## src/hw/rtl/smpq_pkg.sv

```systemverilog
`default_nettype none
package smpq_pkg;

  localparam int unsigned VALUE_W = 32;
  localparam int unsigned CFG_W   = 5;
  localparam int unsigned OCC_W   = 5;
  localparam int unsigned STAT_W  = 2;
  localparam int unsigned OUT_W   = STAT_W + VALUE_W + OCC_W;
  localparam int unsigned OUT_TDATA_W = ((OUT_W + 7) / 8) * 8;
  localparam logic [CFG_W-1:0] CAP_RESET = 5'd16;

  typedef enum logic [1:0] {
    ST_DONE  = 2'd0,
    ST_FULL  = 2'd1,
    ST_EMPTY = 2'd2
  } status_t;

  typedef enum logic {
    REQ_INSERT = 1'b0,
    REQ_POP    = 1'b1
  } req_t;

  // command broadcast to every cell of the chain
  typedef struct packed {
    logic                      en;
    logic                      pop;
    logic signed [VALUE_W-1:0] value;
  } cell_cmd_t;

endpackage
`default_nettype wire

```

## src/hw/rtl/smpq_cell.sv

```systemverilog
`default_nettype none
module smpq_cell (
  input  wire logic                              clk,
  input  wire smpq_pkg::cell_cmd_t               cmd,
  input  wire logic                              valid_i,
  input  wire logic                              left_ge,
  input  wire logic signed [smpq_pkg::VALUE_W-1:0] left_data,
  input  wire logic signed [smpq_pkg::VALUE_W-1:0] right_data,
  output logic                                   ge_o,
  output logic signed [smpq_pkg::VALUE_W-1:0]    data_o
);
  import smpq_pkg::*;

  logic signed [VALUE_W-1:0] data_r;
  logic signed [VALUE_W-1:0] data_nxt;

  // entry stays ahead of the new value
  assign ge_o   = valid_i && (data_r >= cmd.value);
  assign data_o = data_r;

  always_comb begin
    data_nxt = data_r;
    if (cmd.en) begin
      if (cmd.pop) begin
        data_nxt = right_data;
      end else if (!left_ge) begin
        data_nxt = left_data;
      end else if (!ge_o) begin
        data_nxt = cmd.value;
      end
    end
  end

  always_ff @(posedge clk) begin
    data_r <= data_nxt;
  end

endmodule
`default_nettype wire

```

## src/hw/rtl/sorted_max_priority_queue_unit.sv

```systemverilog
// Max-first priority queue of up to DEPTH signed 32-bit values, kept sorted in
// a chain of cells with the largest value in cell 0. Each input item is an
// insert (tuser 0) or a pop of the largest value (tuser 1) and gives one result
// item with status, popped value and occupancy. The cells compare against the
// new value in parallel and shift in one step, and the result sits in an
// output register, so an item can be taken every cycle while the result side
// keeps up. The cfg write sets the capacity (reset 16, limited to DEPTH); it is
// taken at any time but is meant to be written while no item is in flight.
`default_nettype none
module sorted_max_priority_queue_unit #(
  parameter int unsigned DEPTH = 16
) (
  input  wire logic                                clk,
  input  wire logic                                rst_n,
  input  wire logic                                in_tvalid,
  output logic                                     in_tready,
  input  wire logic [smpq_pkg::VALUE_W-1:0]        in_tdata,   // value
  input  wire logic                                in_tuser,   // req_type
  output logic                                     out_tvalid,
  input  wire logic                                out_tready,
  // status [1:0], popped_value [33:2], occupancy [38:34], zero pad
  output logic [smpq_pkg::OUT_TDATA_W-1:0]         out_tdata,
  input  wire logic                                cfg_valid,
  output logic                                     cfg_ready,
  input  wire logic [smpq_pkg::CFG_W-1:0]          cfg_data
);
  import smpq_pkg::*;

  localparam int unsigned CW = $clog2(DEPTH + 1);
  localparam int unsigned XW = (CW > CFG_W) ? CW : CFG_W;

  logic [CFG_W-1:0] cap_r;
  logic [CW-1:0]    count_r;
  logic [CW-1:0]    count_nxt;
  logic             out_tvalid_r;
  logic [OUT_TDATA_W-1:0] out_tdata_r;
  logic [OUT_TDATA_W-1:0] out_tdata_nxt;

  logic      accept;
  logic      full;
  logic      empty;
  status_t   status;
  cell_cmd_t cmd;

  logic                      cell_valid [DEPTH];
  logic                      cell_ge    [DEPTH];
  logic signed [VALUE_W-1:0] cell_data  [DEPTH];

  assign cfg_ready  = 1'b1;
  assign in_tready  = !out_tvalid_r || out_tready;
  assign accept     = in_tvalid && in_tready;
  assign out_tvalid = out_tvalid_r;
  assign out_tdata  = out_tdata_r;

  assign full  = (XW'(count_r) >= XW'(cap_r)) || (count_r == CW'(DEPTH));
  assign empty = (count_r == '0);

  always_comb begin
    status    = ST_DONE;
    count_nxt = count_r;
    cmd.en    = 1'b0;
    cmd.pop   = (in_tuser == REQ_POP);
    cmd.value = in_tdata;
    if (in_tuser == REQ_POP) begin
      if (empty) begin
        status = ST_EMPTY;
      end else begin
        cmd.en    = accept;
        count_nxt = count_r - CW'(1);
      end
    end else begin
      if (full) begin
        status = ST_FULL;
      end else begin
        cmd.en    = accept;
        count_nxt = count_r + CW'(1);
      end
    end
    out_tdata_nxt = '0;
    out_tdata_nxt[STAT_W-1:0] = status;
    if (status == ST_DONE && in_tuser == REQ_POP) begin
      out_tdata_nxt[STAT_W+VALUE_W-1:STAT_W] = cell_data[0];
    end
    out_tdata_nxt[OUT_W-1:STAT_W+VALUE_W] = OCC_W'(count_nxt);
  end

  genvar gi;
  generate
    for (gi = 0; gi < DEPTH; gi++) begin : g_cell
      assign cell_valid[gi] = (count_r > CW'(gi));
      if (gi == 0) begin : g_head
        smpq_cell u_cell (
          .clk        (clk),
          .cmd        (cmd),
          .valid_i    (cell_valid[gi]),
          .left_ge    (1'b1),
          .left_data  (cmd.value),
          .right_data (cell_data[gi+1]),
          .ge_o       (cell_ge[gi]),
          .data_o     (cell_data[gi])
        );
      end else if (gi == DEPTH - 1) begin : g_tail
        smpq_cell u_cell (
          .clk        (clk),
          .cmd        (cmd),
          .valid_i    (cell_valid[gi]),
          .left_ge    (cell_ge[gi-1]),
          .left_data  (cell_data[gi-1]),
          .right_data ('0),
          .ge_o       (cell_ge[gi]),
          .data_o     (cell_data[gi])
        );
      end else begin : g_mid
        smpq_cell u_cell (
          .clk        (clk),
          .cmd        (cmd),
          .valid_i    (cell_valid[gi]),
          .left_ge    (cell_ge[gi-1]),
          .left_data  (cell_data[gi-1]),
          .right_data (cell_data[gi+1]),
          .ge_o       (cell_ge[gi]),
          .data_o     (cell_data[gi])
        );
      end
    end
  endgenerate

  always_ff @(posedge clk) begin
    if (!rst_n) begin
      cap_r        <= CAP_RESET;
      count_r      <= '0;
      out_tvalid_r <= 1'b0;
    end else begin
      if (cfg_valid) begin
        cap_r <= cfg_data;
      end
      if (accept) begin
        count_r      <= count_nxt;
        out_tvalid_r <= 1'b1;
      end else if (out_tready) begin
        out_tvalid_r <= 1'b0;
      end
    end
  end

  always_ff @(posedge clk) begin
    if (accept) begin
      out_tdata_r <= out_tdata_nxt;
    end
  end

endmodule
`default_nettype wire

```

## config.mk

```make
export PLATFORM = sky130hd
export DESIGN_NAME = sorted_max_priority_queue_unit
export DESIGN_NICKNAME = d
export VERILOG_FILES = /design/src/hw/rtl/smpq_pkg.sv /design/src/hw/rtl/smpq_cell.sv /design/src/hw/rtl/sorted_max_priority_queue_unit.sv
export SDC_FILE = /design/constraint.sdc
export NUM_CORES = 2
export LEC_CHECK = 0
export ABC_AREA = 1
export BUFFER_PORTS_ARGS = -buffer_cell sky130_fd_sc_hd__clkbuf_2
export CAP_MARGIN = 0
export CORE_MARGIN = 4
export CORE_UTILIZATION = 45
export DETAILED_ROUTE_END_ITERATION = 12
export GPL_ROUTABILITY_DRIVEN = 0
export RECOVER_POWER = 25
export SLEW_MARGIN = 20
export SYNTH_ARGS = -nofsm -noshare
export SYNTH_HDL_FRONTEND = slang
export SYNTH_SLANG_ARGS = --single-unit
```

## constraint.sdc

```tcl
create_clock -name clk -period 6 [get_ports clk]
set_input_delay 1.2 -clock clk [delete_from_list [all_inputs] [get_ports clk]]
set_output_delay 1.2 -clock clk [all_outputs]
set_load 0.02 [all_outputs]
```

==> key figures <==
Status
  – Status: finished, violations left
  – Violated checks: capacitance limit, slew limit

Clock network
  – Clk buf depth: 3
  – Root buf cell: clkbuf_16
  – Clk_lat worst skew: between 600 and 700 ps
  – H-tree Lvls: 3
  – Cts hold-fix bufs: 0
  – CTS tree: built
  – Clock Sinks: 562
  – Post_cts resized: 0
  – Clk slew on worst S/H paths: 60 ps
  – Setup Buffers After CTS: 0
  – TritonCTS buffer count: 71

Timing
  – Final setup violation count: 0
  – Fin. Hold Viols: 0
  – Crit share post-route: 84.9%
  – Slew Limit Headroom: -60.1%
  – RSZ-0062 raised after global routing: no
  – Setup ws final: about 910 ps
  – Period minus WS final: just over 5000 ps
  – F_max: 196 MHz
  – Final setup TNS: 0 ps
  – Clock Skew: 22.6 ps
  – Max Slew Vio Count: 302
  – Worst-margin pin slew: 2400 ps

Critical path
  – CP cell instances: clkbuf_2 -> clkinv_1 -> clkbuf_1 -> ha_1 -> a21oi_1 -> o21a_1 -> nand2_1 -> a21oi_1 -> nand2_1 -> nand2_1 -> nand3_1 -> nand2_1 -> nor2_1 -> nor2_2 -> buf_4
  – Critical Path AT: around 5400 ps
  – Crit Path Category: input pin to register
  – Crit end category: register
  – Max incr delay on CP: 1470 ps
  – Crit path launch type: input pin
  – CP most frequent cell: nand2_1
  – CP max-delay cell: clkbuf_1
  – Crit path max fanout: 30
  – CP Data Required Time: 6280 ps

Power
  – Leak: 0.0237 µW
  – Peak supply drop: around 230 µV
  – P per Cell Area: 381 mW/mm²

Routing
  – Remaining DRCs: 0
  – DR vias: roughly 39000
  – WL final: 142 mm
  – Wirelength per Cell: 20.0 µm
  – Remaining antenna violation count after routing: 0
  – Initial DRT Pass Iterations: 5
  – Vias per inst: 5.55
  – Starting DRT DRC Count: around 3500

Floorplanning
  – Die width: 319 µm
  – Die area: 0.102 mm²
  – Die Y: ~320 µm
  – Starting Density: 45.5%
  – # IOs: 86
  – Cell Rows: 113
  – CORE AREA: ~0.095 mm²

Layout
  – Most frequent cells in the layout: nand2_1 (2044), nand3_1 (987), inv_1 (615)
  – Design area: 0.0473 mm²
  – Final net count: 6349
  – Area Overhead vs Synth: 8.88%
  – Commonest non-fill, non-tap cell in the layout: nand2_1
  – Share of cells above drive strength 1: under 10%
  – Final Core Density: 49.5%
  – Antenna cell count: 0

Synth
  – Post-Syn Instances: 5785
  – Synthesized net count: 6350
  – Synth area leader: edfxtp_1
  – Yosys warns: 0
  – Sequential share of the synthesized area: 38.6%
  – Synth cell types: 34
  – Post-synth top area share: 38.1%
  – Dominant cells by area after synthesis: edfxtp_1 (38%), nand2_1 (18%), ha_1 (15%)
  – Number of synthesized register bits: about 560
  – Cell area after synthesis: 0.0434 mm²
  – Synth Area per Inst: 7.51 µm²

Place
  – Port bufs: 83
  – Post-Place Setup Slack: 919 ps
  – DP HPWL: 102 mm
  – DP Area: 0.0452 mm²

Run
  – Max-Cap Viols: 7

Global routing
  – Initial antenna violation count: 1
  – Global-route wire length before repair: 222 mm
  – Largest net degree at the start of global routing: 159
  – Vias in the first global route: 38400
  – Total GRT Usage: a little over a quarter
  – GRT Residual Overflow: 0

Min path
  – Worst hold-check path type: register to register
[cells by family after synthesis]
logic type | synth area share, %
and+or+nand+nor | 32.4
buffers and inverters | 8.87
DFF | 38.6
adders and majority gates | 15.0
AOI/OAI and AO/OA | 5.03
xor gates and xnor gates | 0.0605
other | 0.0173
[synthesized netlist by cell type (all sizes together)]
cell,number
clkbuf,156
nand4,42
ha,522
buf,136
nand3,996
edfxtp,551
nor2,239
nor4b,1
o21ai,95
xor2,3
a21o,15
o21bai,1
nor3b,1
nand2,2052
dfxtp,11
a21oi,269
conb,2
clkinv,31
inv,621
nor3,7
o21a,32
nor4,2
[routing by layer]
| metal | track usage [%] | up-vias | wire [µm] |
|---|---|---|---|
| met3 | 3.84 | 351 | 8370 |
| met5 | 0 | - | 0 |
| met2 | 45.7 | 1291 | 66400 |
| met4 | 11.6 | 0 | 6550 |
| met1 | 35.5 | 18600 | 60400 |
| li1 | - | 19100 | - |
[power by group]
| part | switching [µW] | total [µW] | internal (µW) | leakage [µW] |
|---|---|---|---|---|
| Combinational | 4630 | 6900 | 2270 | 0.0171 |
| Clock | 1790 | 4210 | 2420 | 0.00108 |
| Sequential | 1060 | 6910 | 5850 | 0.00553 |
[worst paths after layout]
path,from,endpoint,slack [ps],cells past startpoint
setup / recovery,in_tdata[23],g_cell[14].g_mid.u_cell.data_o[22],910,15
hold / removal,cap_r[2],cap_r[2],470,2
setup reg to reg,count_r[0],g_cell[2].g_mid.u_cell.data_o[28],1870,14
hold reg to reg,cap_r[2],cap_r[2],470,2
[registers in the layout (all words and copies together), names as in the netlist]
| name | flops |
|---|---|
| g_cell.g_tail.u_cell.data_o | 32 |
| out_tdata | 39 |
| count_r | 5 |
| cap_r | 5 |
| g_cell.g_mid.u_cell.data_o | 448 |
| g_cell.g_head.u_cell.data_o | 32 |
| out_tvalid | 1 |
[layout make-up]
class	count	area (µm²)
Sequential cell	562	16800
Clock buffer	87	1900
Tap cell	1265	1580
Fill cell	9653	48200
Multi-Input combinational cell	4279	22800
Timing Repair Buffer	218	1470
Clock inverter	36	292
Inverter	652	2450
[worst max-delay path: cells and delay by family]
family | cells | cell delay, ps
buf+inv | 4 | 2120
simple gates | 7 | 860
compound gates | 3 | 650
fa+ha+maj | 1 | 470
[through the flow]
stage                     hold WS, ps  total power (µW)  instances
after floorplan                   439             11500       5785
after global placement            458             13700       6976
after detailed placement          465             13800       6976
after CTS                         474             18100       7099
after global routing              502             19300       7099
final                             470             18000       7099
No activity file was read; power rests on OpenSTA's default activity.
